--- src/rtl/core/shell_sort_keys_core_macros.svh ---
// ----------------------------------------------------------------------------
// Shell sort core assertion macros
// Concurrent assertion shorthands, clocked on clk and held off during reset.
// ----------------------------------------------------------------------------
`ifndef SHELL_SORT_KEYS_CORE_MACROS_SVH
`define SHELL_SORT_KEYS_CORE_MACROS_SVH
`ifndef SYNTH
// same-cycle implication
`define SSK_ASSERT_IMP(lbl, ante, cons, msg) \
	lbl: assert property (@(posedge clk) disable iff (!arst_n) (ante) |-> (cons)) \
		else $error(msg);
// next-cycle implication
`define SSK_ASSERT_NXT(lbl, ante, cons, msg) \
	lbl: assert property (@(posedge clk) disable iff (!arst_n) (ante) |=> (cons)) \
		else $error(msg);
`else
`define SSK_ASSERT_IMP(lbl, ante, cons, msg)
`define SSK_ASSERT_NXT(lbl, ante, cons, msg)
`endif
`endif

--- src/rtl/core/ssk_pkg.sv ---
// ----------------------------------------------------------------------------
// Shell sort core package
// Sizes, queue word type and status structs shared by the sorter modules.
// ----------------------------------------------------------------------------
`timescale 1ns / 1ps
`default_nettype none
package ssk_pkg;

	localparam int MAX_KEYS    = 64;
	localparam int KEY_W       = 64;
	localparam int ADDR_W      = $clog2(MAX_KEYS);
	localparam int CNT_W       = $clog2(MAX_KEYS + 1);
	localparam int QUEUE_DEPTH = 2;
	localparam int QPTR_W      = $clog2(QUEUE_DEPTH);
	localparam int QCNT_W      = $clog2(QUEUE_DEPTH + 1);

	// one classified word between front and back
	typedef struct packed {
		logic [KEY_W-1:0] key;
		logic             last;
		logic             drop;
	} q_item_t;

	typedef struct packed {
		logic [CNT_W-1:0] cnt;
	} fr_stat_t;

	typedef struct packed {
		logic [CNT_W-1:0] cnt;
		logic             loading;
	} bk_stat_t;

endpackage
`default_nettype wire

--- src/rtl/core/ssk_front.sv ---
// ----------------------------------------------------------------------------
// Shell sort front end
// Accepts input words, counts the open batch and marks words past capacity.
// ----------------------------------------------------------------------------
`timescale 1ns / 1ps
`default_nettype none
module ssk_front (
	input  wire logic                          clk,
	input  wire logic                          arst_n,
	input  wire logic                          in_valid,
	output logic                               in_ready,
	input  wire logic [ssk_pkg::KEY_W-1:0]     in_key,
	input  wire logic                          in_last,
	output logic                               push_valid,
	input  wire logic                          push_ready,
	output ssk_pkg::q_item_t                   push_data,
	output ssk_pkg::fr_stat_t                  stat
);

	logic [ssk_pkg::CNT_W-1:0] cnt_q;
	logic                      full;

	assign full       = (cnt_q == ssk_pkg::CNT_W'(ssk_pkg::MAX_KEYS));
	assign in_ready   = push_ready;
	assign push_valid = in_valid;

	// classify: a word beyond capacity is marked for drop
	always_comb begin
		push_data.key  = in_key;
		push_data.last = in_last;
		push_data.drop = full;
	end

	assign stat.cnt = cnt_q;

	// track fill of the open batch, restart on its closing word
	always_ff @(posedge clk or negedge arst_n) begin
		if (!arst_n) begin
			cnt_q <= '0;
		end else if (in_valid && push_ready) begin
			if (in_last) begin
				cnt_q <= '0;
			end else if (!full) begin
				cnt_q <= cnt_q + ssk_pkg::CNT_W'(1);
			end
		end
	end

endmodule
`default_nettype wire

--- config.mk ---
export PLATFORM = sky130hd
export DESIGN_NAME = ssk_front
export DESIGN_NICKNAME = d
export VERILOG_FILES = /design/src/rtl/core/shell_sort_keys_core_macros.svh /design/src/rtl/core/ssk_pkg.sv /design/src/rtl/core/ssk_front.sv
export SDC_FILE = /design/constraint.sdc
export NUM_CORES = 1
export LEC_CHECK = 0
export BUFFER_PORTS_ARGS = -buffer_cell sky130_fd_sc_hd__buf_2
export CORE_UTILIZATION = 30
export CTS_BUF_LIST = sky130_fd_sc_hd__clkbuf_4 sky130_fd_sc_hd__clkbuf_8 sky130_fd_sc_hd__clkbuf_16
export DETAILED_ROUTE_END_ITERATION = 8
export PLACE_DENSITY_LB_ADDON = 0.1
export SLEW_MARGIN = 0
export SYNTH_ARGS = -nofsm -noshare
export SYNTH_HDL_FRONTEND = slang
export SYNTH_SLANG_ARGS = --single-unit
--- constraint.sdc ---
create_clock -name clk -period 1.75 [get_ports clk]
set_clock_uncertainty 0.05 [all_clocks]
set_input_delay 0.35 -clock clk [delete_from_list [all_inputs] [get_ports clk]]
set_output_delay 0.35 -clock clk [all_outputs]
set_load 0.01 [all_outputs]
Yosys cells after proc, flatten, opt, wreduce, memory -nomap -nowiden
Cells that the tools add are included.

Add/sub/neg operators: 1. Equality and inequality tests: 2. Muxes and demuxes: 2. Reductions and logical operators: 2.

Operator list (count): $mux 7 (2); $add 7x1->7 const B (1); $eq 7x7->1 const B (1); $ne 2x2->1 const B (1); $reduce_and 2->1 (1); $logic_and 1x1->1 (1).

Flip-flop bits (word level): 7. Input bits: 69. Output and inout bits: 75. Logic and storage cells: 8.

Logic depth before layout (Yosys ltp)
Depth after elaboration: 3. Depth in mapped cells: 5. Gate-level depth less buffers: 5.

Worst setup path after synthesis
OpenSTA, ideal clock, no wires.

Path kind: register to output. Start: reg cnt_q (netlist bit stat[0]). End: out push_data[0] (netlist bit). Data arrival time: 1149 ps. Data required time: 1350 ps. Path slack: 201 ps. Stages on the path, launching flop included: 6. Path buffers: 1. Cells stage by stage: dfrtp_1 inv_1 ha_1 and2_1 and2_1 buf_4.

Word-level cells in the longest chain between the ends: 1.

Ends and longest elaborated chain: start, declared (line ssk_front.sv:20) `logic [ssk_pkg::CNT_W-1:0] cnt_q;`; start signal, assigned (line ssk_front.sv:44) `cnt_q <= cnt_q + ssk_pkg::CNT_W'(1);`; $eq 7x7->1 (line ssk_front.sv:23) `assign full = (cnt_q == ssk_pkg::CNT_W'(ssk_pkg::MAX_KEYS));`; end, declared (line ssk_front.sv:16) `output ssk_pkg::q_item_t push_data,`.

Every way passes these cells.

==> flow_metrics.tcl <==
set metrics [dict create \
    synth-edff-count 0 \
    initial_utilization_pct 31.68 \
    peakVddDrop_mv 0.2083 \
    post-route-min-period_ps 1685 \
    dp_slack_ps 171.8 \
    cts_max_path_buffers 2 \
    synth_ff_type "dfrtp_1" \
    worstReg2RegEnd "stat[6]" \
    reg2reg_from "stat[1]" \
    rr_worst_depth 5 \
    syn_inst 119 \
    cts_root_buf "clkbuf_4" \
    netlist_area_um2 967.2 \
    cp-start-kind "register" \
    cts.clk_slew.worst_paths_ps 60 \
    antenna_found_initial 0 \
    grt_max_degree 11 \
    cp-end-kind "primary output" \
    syn2layout_area_growth_pct -26.91 \
    clock_sinks 7 \
    syn_nets 190 \
    cts_made_buffers 3 \
    grt_first_pass_wirelength_mm 3.084 \
    viasPerCell 4.787 \
    netlist_top_cells_count "buf_4, dfrtp_1, nand2_1, nand3_1" \
    tightest_slew_ps 385.1 \
    routed-via-count 584 \
    ys.warnings.count 0 \
    port_buffers 15 \
    power.leakage_nw 0.3057 \
    finalWirelength_mm 2.123 \
    grt-ovfl-total 0 \
    total_power_uw 666.6 \
    slowest_delay_ps 420 \
    slowest_stage "dfrtp_1" \
    insertion_delay_ps 260 \
    first_pass_iters 4 \
    drc 0 \
    synth_top_area_cell "buf_4" \
    finalSetupTns_ps 0 \
    fin_nets 150 \
    drive_above_1_share_pct 44.87 \
    fin_ws_ps 65.23 \
    hp-class "in2async" \
    wire_per_inst_um 17.40 \
    grt_pass1_vias 531 \
    cp.arrival_ps 1280 \
    cts_tree "built" \
    largest_reg_flops 7 \
    htreeDepth 1 \
    critPathBufInv 1 \
    path_class "reg2out" \
    final-seq-area_um2 177.7 \
    yosysSeqAreaShare_pct 18.11 \
    detail_route.iter0.violations 26 \
    maxSlewHeadroom_pct 73.66 \
    fp.dieH_um 58.78 \
    status "finished, final reports clean" \
    final_util_pct 23.16 \
    gp_congestion 0.6780 \
    crit_required_ps 1350 \
    grt.total_usage_pct 12.22 \
    multi_input_area_um2 274.0 \
    avgSynthCellArea_um2 8.128 \
    maxSlewViolCount 0 \
    dieWidth_um 58.78 \
    synth_cell_type_count 20 \
    hold_viol 0 \
    fillers 352 \
    dp.final_hpwl_mm 1.660 \
    rows 20 \
    synth_top_area_share_pct 52.78 \
    ys_ff_latch 7 \
    antennaDiodeCount 0 \
    r2r_slack_ps 220 \
    synth_most_common_cell "buf_4" \
    synth.area.top_cells "buf_4, dfrtp_1, a221o_1" \
    core-area_um2 3053 \
    ys_async_sr_fraction_pct 100.0 \
    period_share_pct 96.27 \
    critPathMaxFanout 3 \
    dieArea_um2 3455 \
    ioPinCount 144 \
    ant_nets 0 \
    worstPathCellList "nor4_4, and2_4, buf_6" \
    grt_setup_unrepaired "false" \
    drv_cap 0 \
    finalSetupViolCount 0 \
    max_freq_mhz 593.6 \
    power.density_nw_per_um2 942.9 \
    critPathTopFamily "simple AND/OR/NAND/NOR gates" \
]
## cell families (layout without fill, tap and decap cells)
group | after synthesis | count (layout) | share of synthesized area [%]
buffers and inverters | 73 | 32 | 54.98
adders and majority gates | 2 | 2 | 2.587
and+or+nand+nor | 27 | 27 | 16.30
DFF | 7 | 7 | 18.11
AOI/OAI and AO/OA | 10 | 10 | 8.020
## timing repair
item                                    in CTS  in global routing
resized for setup                            4                  3
endpoints found under the setup margin       1                  1
hold endpoints to repair                     7                  0
hold buffers                                 1                  0
buffers inserted                             3                  0
pin swaps                                    1                  2
gates cloned                                 0                  0
## area by class of cell
| class | count | area share, % |
|---|---|---|
| Tap cell | 44 | 7.788 |
| Multi-Input combinational cell | 39 | 38.76 |
| Sequential cell | 7 | 25.13 |
| Clock buffer | 4 | 4.248 |
| Inverter | 3 | 1.593 |
| Timing Repair Buffer | 25 | 22.48 |
## power breakdown
part	switching, mW	internal, mW
Sequential	0.0363	0.195
Combinational	0.132	0.131
Clock	0.0690	0.103
Total	0.237	0.429
## per-layer routing
layer  wire length, um  up-vias  part of all wire [%]  track usage (%)
met4                44        0                   2.1            5.102
met2               950       64                    45            17.05
met3               329       14                    15            9.670
li1                  -      242                     -                -
met1               798      264                    38            13.64
met5                 0        -                     0                0
## worst max path at each step
stage                  from           end  slack, ps  cells past startpoint
global placement    stat[1]  push_data[0]        210                      5
finish              stat[4]  push_data[0]         70                      3
CTS                 stat[5]  push_data[0]         20                      3
floorplan           stat[0]  push_data[0]        200                      5
detailed placement  stat[1]  push_data[0]        170                      5
global route        stat[4]  push_data[0]          6                      3
## metrics by stage
step,instance area [um^2],instances,hold WS [ps]
final,706.9,122,408.8
after CTS,698.2,122,412.9
after detailed placement,621.8,114,154.2
after global routing,706.9,122,414.4
after global placement,621.8,114,157.7
after floorplan,967.2,119,4.409
## worst reg2reg max path, stage by stage, from the launching register on
cell	delay, ps
dfrtp_2	380
buf_4	140
ha_1	200
nand3_1	180
or4_1	430
nand3_1	90
## cell usage in the layout, fill, tap and decap left out, drive strengths merged, types with 2 or more instances in the layout
| master | n |
|---|---|
| o21ai | 4 |
| and2 | 2 |
| nor2b | 3 |
| nand3 | 5 |
| a221o | 4 |
| or4b | 2 |
| inv | 3 |
| nor2 | 4 |
| nand2 | 5 |
| dfrtp | 7 |
| ha | 2 |
| nor4 | 3 |
| a2111oi | 2 |
| buf | 24 |
| clkbuf | 4 |
(Power assumes the default switching activity.)
