**src/rtl/core/shell_sort_keys_core_macros.svh**
```systemverilog
// ----------------------------------------------------------------------------
// Shell sort core assertion macros
// Concurrent assertion shorthands, clocked on clk and held off during reset.
// ----------------------------------------------------------------------------
`ifndef SHELL_SORT_KEYS_CORE_MACROS_SVH
`define SHELL_SORT_KEYS_CORE_MACROS_SVH
`ifndef SYNTH
// same-cycle implication
`define SSK_ASSERT_IMP(lbl, ante, cons, msg) \
	lbl: assert property (@(posedge clk) disable iff (!arst_n) (ante) |-> (cons)) \
		else $error(msg);
// next-cycle implication
`define SSK_ASSERT_NXT(lbl, ante, cons, msg) \
	lbl: assert property (@(posedge clk) disable iff (!arst_n) (ante) |=> (cons)) \
		else $error(msg);
`else
`define SSK_ASSERT_IMP(lbl, ante, cons, msg)
`define SSK_ASSERT_NXT(lbl, ante, cons, msg)
`endif
`endif

```
**src/rtl/core/ssk_pkg.sv**
```systemverilog
// ----------------------------------------------------------------------------
// Shell sort core package
// Sizes, queue word type and status structs shared by the sorter modules.
// ----------------------------------------------------------------------------
`timescale 1ns / 1ps
`default_nettype none
package ssk_pkg;

	localparam int MAX_KEYS    = 64;
	localparam int KEY_W       = 64;
	localparam int ADDR_W      = $clog2(MAX_KEYS);
	localparam int CNT_W       = $clog2(MAX_KEYS + 1);
	localparam int QUEUE_DEPTH = 2;
	localparam int QPTR_W      = $clog2(QUEUE_DEPTH);
	localparam int QCNT_W      = $clog2(QUEUE_DEPTH + 1);

	// one classified word between front and back
	typedef struct packed {
		logic [KEY_W-1:0] key;
		logic             last;
		logic             drop;
	} q_item_t;

	typedef struct packed {
		logic [CNT_W-1:0] cnt;
	} fr_stat_t;

	typedef struct packed {
		logic [CNT_W-1:0] cnt;
		logic             loading;
	} bk_stat_t;

endpackage
`default_nettype wire

```
**src/rtl/core/ssk_fifo.sv**
```systemverilog
// ----------------------------------------------------------------------------
// Shell sort queue
// Short word queue that decouples the front end from the sorting back end.
// ----------------------------------------------------------------------------
`timescale 1ns / 1ps
`default_nettype none
module ssk_fifo (
	input  wire logic       clk,
	input  wire logic       arst_n,
	input  wire logic       in_valid,
	output logic            in_ready,
	input  wire ssk_pkg::q_item_t in_data,
	output logic            out_valid,
	input  wire logic       out_ready,
	output ssk_pkg::q_item_t out_data
);

	ssk_pkg::q_item_t             slot_q [ssk_pkg::QUEUE_DEPTH];
	logic [ssk_pkg::QPTR_W-1:0]   wr_ptr_q;
	logic [ssk_pkg::QPTR_W-1:0]   rd_ptr_q;
	logic [ssk_pkg::QCNT_W-1:0]   cnt_q;
	logic                         push;
	logic                         pop;

	assign in_ready  = (cnt_q != ssk_pkg::QCNT_W'(ssk_pkg::QUEUE_DEPTH));
	assign out_valid = (cnt_q != '0);
	assign out_data  = slot_q[rd_ptr_q];
	assign push      = in_valid && in_ready;
	assign pop       = out_valid && out_ready;

	// store the incoming word
	always_ff @(posedge clk) begin
		if (push) begin
			slot_q[wr_ptr_q] <= in_data;
		end
	end

	// advance pointers and occupancy
	always_ff @(posedge clk or negedge arst_n) begin
		if (!arst_n) begin
			wr_ptr_q <= '0;
			rd_ptr_q <= '0;
			cnt_q    <= '0;
		end else begin
			if (push) begin
				wr_ptr_q <= (wr_ptr_q == ssk_pkg::QPTR_W'(ssk_pkg::QUEUE_DEPTH - 1))
					? '0 : wr_ptr_q + ssk_pkg::QPTR_W'(1);
			end
			if (pop) begin
				rd_ptr_q <= (rd_ptr_q == ssk_pkg::QPTR_W'(ssk_pkg::QUEUE_DEPTH - 1))
					? '0 : rd_ptr_q + ssk_pkg::QPTR_W'(1);
			end
			if (push && !pop) begin
				cnt_q <= cnt_q + ssk_pkg::QCNT_W'(1);
			end else if (pop && !push) begin
				cnt_q <= cnt_q - ssk_pkg::QCNT_W'(1);
			end
		end
	end

endmodule
`default_nettype wire

```
**config.mk**
```make
export PLATFORM = sky130hd
export DESIGN_NAME = ssk_fifo
export DESIGN_NICKNAME = d
export VERILOG_FILES = /design/src/rtl/core/shell_sort_keys_core_macros.svh /design/src/rtl/core/ssk_pkg.sv /design/src/rtl/core/ssk_fifo.sv
export SDC_FILE = /design/constraint.sdc
export NUM_CORES = 1
export LEC_CHECK = 0
export BUFFER_PORTS_ARGS = -buffer_cell sky130_fd_sc_hd__buf_2
export CORE_AREA = 2 2 122 124
export CTS_CLUSTER_SIZE = 24
export DETAILED_ROUTE_END_ITERATION = 16
export DIE_AREA = 0 0 124 126
export PLACE_DENSITY = 0.6
export SLEW_MARGIN = 40
export SYNTH_ARGS = -nofsm -noshare
export SYNTH_HDL_FRONTEND = slang
export SYNTH_SLANG_ARGS = --single-unit
```
**constraint.sdc**
```tcl
create_clock -name clk -period 4.7 [get_ports clk]
set_clock_uncertainty 0.15 [all_clocks]
set_input_delay 0.235 -clock clk [delete_from_list [all_inputs] [get_ports clk]]
set_output_delay 0.235 -clock clk [all_outputs]
set_load 0.005 [all_outputs]
```
==> Yosys cells after proc, flatten, opt, wreduce, memory -nomap -nowiden <==
Memory sizes are Yosys's and may differ from the RTL's.
Cells that the tools add are included.
{ "word_totals": {"ff_bits": 4, "mem_bits_rw": 132, "inputBits": 70, "output_inout_bits": 68, "wordCells": 23, "n_memories": 1} }
{ "memory_table": {"columns": ["memory", "words", "word_bits", "rd", "rd_ports_with_merged_regs", "wr", "line_no", "source"], "rows": [
  ["slot_q", 2, 66, 1, 0, 1, "ssk_fifo.sv:18", "ssk_pkg::q_item_t slot_q [ssk_pkg::QUEUE_DEPTH];"]
]} }
{ "classes": {"n_addsub": 4, "n_eq_ne": 1, "mux": 6, "reduce_logical": 8} }
{ "op_table": {"columns": ["operator", "n"], "rows": [
  ["$logic_and 1x1->1", 4],
  ["$mux 1", 4],
  ["$mux 2", 2],
  ["$reduce_bool 2->1", 2],
  ["$add 1x1->1 const B", 2],
  ["$add 2x1->2 const B", 1],
  ["$logic_not 1->1", 2],
  ["$ne 2x2->1 const B", 1],
  ["$sub 2x1->2 const B", 1]
]} }

==> Longest topological paths before layout <==
{ "logic_depth": {"ltp_word": 6, "ltp_mapped": 7, "depth_no_buf": 7} }

==> Least setup slack after synthesis <==
Ideal clock, no wire load.
{ "synth_path": {"path_kind": "register -> register", "startpoint": "register cnt_q[0] (netlist bit)", "endpoint": "memory slot_q[0][0] (netlist bit), enable pin", "setup_time_ns": 0.490, "arrival_time_ns": 3.408, "required_ns": 4.060, "path_slack_ns": 0.651, "stages_incl_launch_ff": 4, "path_buffers": 0, "period_less_slack_ns": 4.049, "path_cell_list": "dfrtp_1 -> nand2b_1 -> nand2_1 -> nor2_1"} }
{ "synth_via": {"elab_chain_len": 4} }
{ "synth_lines": {"columns": ["item", "line_no", "source"], "rows": [
  ["start: declaration", "ssk_fifo.sv:21", "logic [ssk_pkg::QCNT_W-1:0] cnt_q;"],
  ["start signal: assignment", "ssk_fifo.sv:54", "cnt_q <= cnt_q + ssk_pkg::QCNT_W'(1);"],
  ["start signal: assignment", "ssk_fifo.sv:56", "cnt_q <= cnt_q - ssk_pkg::QCNT_W'(1);"],
  ["$ne 2x2->1", "ssk_fifo.sv:25", "assign in_ready = (cnt_q != ssk_pkg::QCNT_W'(ssk_pkg::QUEUE_DEPTH));"],
  ["net in_ready", "ssk_fifo.sv:11", "output logic in_ready,"],
  ["$logic_and 1x1->1", "ssk_fifo.sv:28", "assign push = in_valid && in_ready;"],
  ["$mux 1", "ssk_fifo.sv:33", "if (push) begin"],
  ["$mux 1 (not written as such)", "ssk_fifo.sv:34", "slot_q[wr_ptr_q] <= in_data;"],
  ["end: declaration", "ssk_fifo.sv:18", null]
]} }
The timed path passes the listed nets, and every way through them passes these cells.

==> results.txt <==
- By instance count, the leading cell after synthesis is edfxtp_1.
* Final standard cell count with taps included and fillers excluded: 642
* Internal portion of total power: 0.00321 W
* Clock slew seen by the registers of the worst setup and hold paths: 0.06 ns
- Detailed-route wire length: 9390 µm
- Fmax: 451 MHz
* Reg area: 4070 µm²
- Of the cells placed in the final design, the portion with a size suffix greater than 1 is 0.524.
* Metal3 WL: 641 µm
- Post-Synthesis Net Count: 294
- Of the total synthesized cell area, the portion taken by full adders, half adders and majority gates is 0.00247.
* Final net count: 516
- In the final layout, the multi-input gates occupy 958 µm².
* Layout fillers: 1201
* Gr ovfl total: 0
- Part of the total power dissipated in the clock network: 0.318
* Mux share of post-synthesis cell area: 0.169
* Half-perimeter wire length of the detailed placement result: 5540 µm
- CTS saw 136 sinks.
* Register area share after synthesis: 0.802
- Total via count after detailed routing: 2777
- Final setup fails: 0
* Clock buffers created by TritonCTS: 17
* Area of the core: 14300 µm²
- Area Growth Syn to Fin: 44.5%
* Transition time of the tightest slew-check pin: 0.650 ns
- Buffers placed on the I/O ports in this run total 137.
- Dominant combinational cell family by area after synthesis: multiplexers
- Main synth FF type: edfxtp_1
* Post-detailed-route wirelength per cell: 14.6 µm
- STA puts the critical path data required time at 4.32 ns.
- Gate count of the mapped netlist: 223
* Initial DRT Pass Iterations: 4
- Count of maximum capacitance violations: 0
* Power density over the cells: 585 nW/µm²
* Arrival time of the worst setup path: 1.83 ns
- Global-route wire length before repair: 14500 µm
- Worst-case clock buffer depth: 2
- Setup repair after global routing missed its margin: no
- The number of different library cells used by synthesis comes to 16.
- Hold timing on the final database bottoms out at a slack of 0.0539 ns.
* All-layer global routing usage: 0.125
- Die area: 15600 µm²
- Launch instance of the worst min-delay path: in_valid
- Tightest Hold Check Type: primary input to register
- The number of global-route vias before repair was 3062.
- Initial core utilization: 0.354
- Tracing the worst setup path back leads to its startpoint at rd_ptr_q.
- Counting tap cells, the placed design contains a total of 541 instances.
* Number of antenna violations at the first check in global routing: 0
* Starting DRC count in detailed routing: 103
- For this block, wires on met1 add up to 3770 µm.
- Of the post-synthesis cell area, the dominant cell type holds 0.782.
* Synth Area in Compound Gates: 0
* Seq cells post-synth: 136
- After routing, the total negative slack on setup checks comes to 0 ns.
* Critical Path Sink Type: output port
* Warning count from the yosys run: 0
- Peak supply drop: 0.000715 V
- Met2 Routed Length: 4750 µm
- After synthesis, the most frequently instantiated cells are edfxtp_1, mux2_2, mux2_4.
- Signal routing reaches up to met4.
- Logic gate share of total power: 0.270
- The final hold violation count was 0.
- Once detail routing completed, the nets flagged for antenna violations numbered 0.
- In the finished design, the share of the clock period the worst path needs comes to 0.472.
* Count of standard-cell rows: 44
* Drt drc: 0
- The run finished with clean final reports.
- The startpoint identified for the worst register-to-register timing path is cnt_q[0].
* Post-synthesis async set-or-reset flop share: 0.0294
- Of the total synthesized cell area, the portion taken by XOR and XNOR cells is 0.00864.
* Crit-path max FO: 31
* Portion of total power attributed to sequential cells: 0.412
* Shortest clock period the worst path allows after layout: 2.22 ns
- Post-cts gate resize count: 0
* Die Span X: 124 µm
- The worst setup path is launched from a register.
* Number of H-tree levels: 4
* Worst-case setup slack after placement: 2.74 ns
- Total I/O pin count: 138
* Post-synth design cell area: 5070 µm²
- Final antenna diode count: 0
* Chip height: 126 µm
- Max_slew headroom: 0.567
- Leading area contributor after synthesis: edfxtp_1
- At the end of routability-driven placement, the weighted congestion stood at 0.675.
- Of the total power, the share spent switching nets is 0.251.
- Top post-synthesis cells by area: edfxtp_1, mux2_4, mux2_2
* NetSw: 0.00108 W
- The later pin in the worst-skew pair is clocked with a latency of 0.41 ns.
* Power Total: 0.00429 W
* Detail-routed via count per cell: 4.33
* Pin count of the biggest net entering global routing: 67
- Summed over all cells, the static leakage comes to 2.87 nW.
- WS Path Type: register to output port
* Final setup slack of the worst path: 2.48 ns
* Clock tree from TritonCTS: done
* Number of slew-limit violations in the final report: 0
- Of the total synthesized cell area, the portion taken by AND, OR, NAND and NOR gates is 0.00666.
* Clock root buffer master: clkbuf_16
* Mean instance size in the synthesized netlist: 22.7 µm²
* Number of enable-type register cells in the synthesized netlist: 132
cells by family (layout without fill, tap and decap cells):
logic type	count (synthesis)	after routing
XOR/XNOR	5	5
adder cells (fa/ha/maj)	1	1
buffers and inverters	8	243
flip-flops	136	136
multiplexers	66	66
AND/OR/NAND/NOR	7	7
placed cells by master, fill, tap and decap left out, drive strengths merged, types with 3 or more instances in the layout:
cell         instances
dfrtp                4
edfxtp             132
bufinv               3
dlygate4sd3         69
mux2                66
buf                141
xnor2                3
clkbuf              25
critical path: stages, from the launching register on:
cell	delay, ns
dfrtp_4	0.61
buf_12	0.27
mux2_2	0.37
buf_2	0.13
power by group through the flow:
stage	clock network (W)	logic, W	registers, W
2_1_floorplan	0	0.000732	0.00175
3_3_place_gp	0	0.000985	0.00189
3_5_place_dp	0	0.00114	0.00179
4_1_cts	0.00140	0.00119	0.00177
5_1_grt	0.00144	0.00127	0.00180
6_report	0.00136	0.00116	0.00177
repair_timing:
action | 4_1_cts | 5_1_grt
endpoints found under the setup margin | 0 | 0
hold endpoints to repair | 137 | 0
hold buffers | 69 | 0
setup buffers | 0 | 0
sequential cells by signal, summed over array words and instances, names as in the netlist:
signal	cells
slot_q	132
rd_ptr_q	1
wr_ptr_q	1
cnt_q	2
final timing paths:
| check | endpoint | slack (ns) | depth (start not counted) |
|---|---|---|---|
| max | out_data[50] | 2.48 | 3 |
| min | wr_ptr_q | 0.05 | 3 |
| max reg2reg | slot_q[0][24] | 2.75 | 4 |
| min reg2reg | cnt_q[1] | 0.36 | 1 |
| max in group asynchronous | rd_ptr_q | 3.58 | 3 |
| min in group asynchronous | cnt_q[1] | 0.61 | 3 |
per-stage QoR:
step                utilization  area (µm²)
global placement          0.416        5950
floorplan                     -        5070
finish                    0.512        7330
detailed placement        0.420        6020
global route              0.512        7330
CTS                       0.512        7330
cell type report:
class | count | area share
flip-flops and latches | 136 | 0.555
repair buffers | 210 | 0.198
multi-input cells | 79 | 0.131
clock buffers | 25 | 0.0690
well taps | 184 | 0.0314
clock inverters | 7 | 0.0157
inverters | 1 | 0.000512
per-layer routing:
metal  up-vias  GRT usage
met3        21     0.0476
li1       1323          -
met5         -          0
met4         0     0.0681
met2       101      0.210
met1      1332      0.136
(Power assumes the default switching activity.)
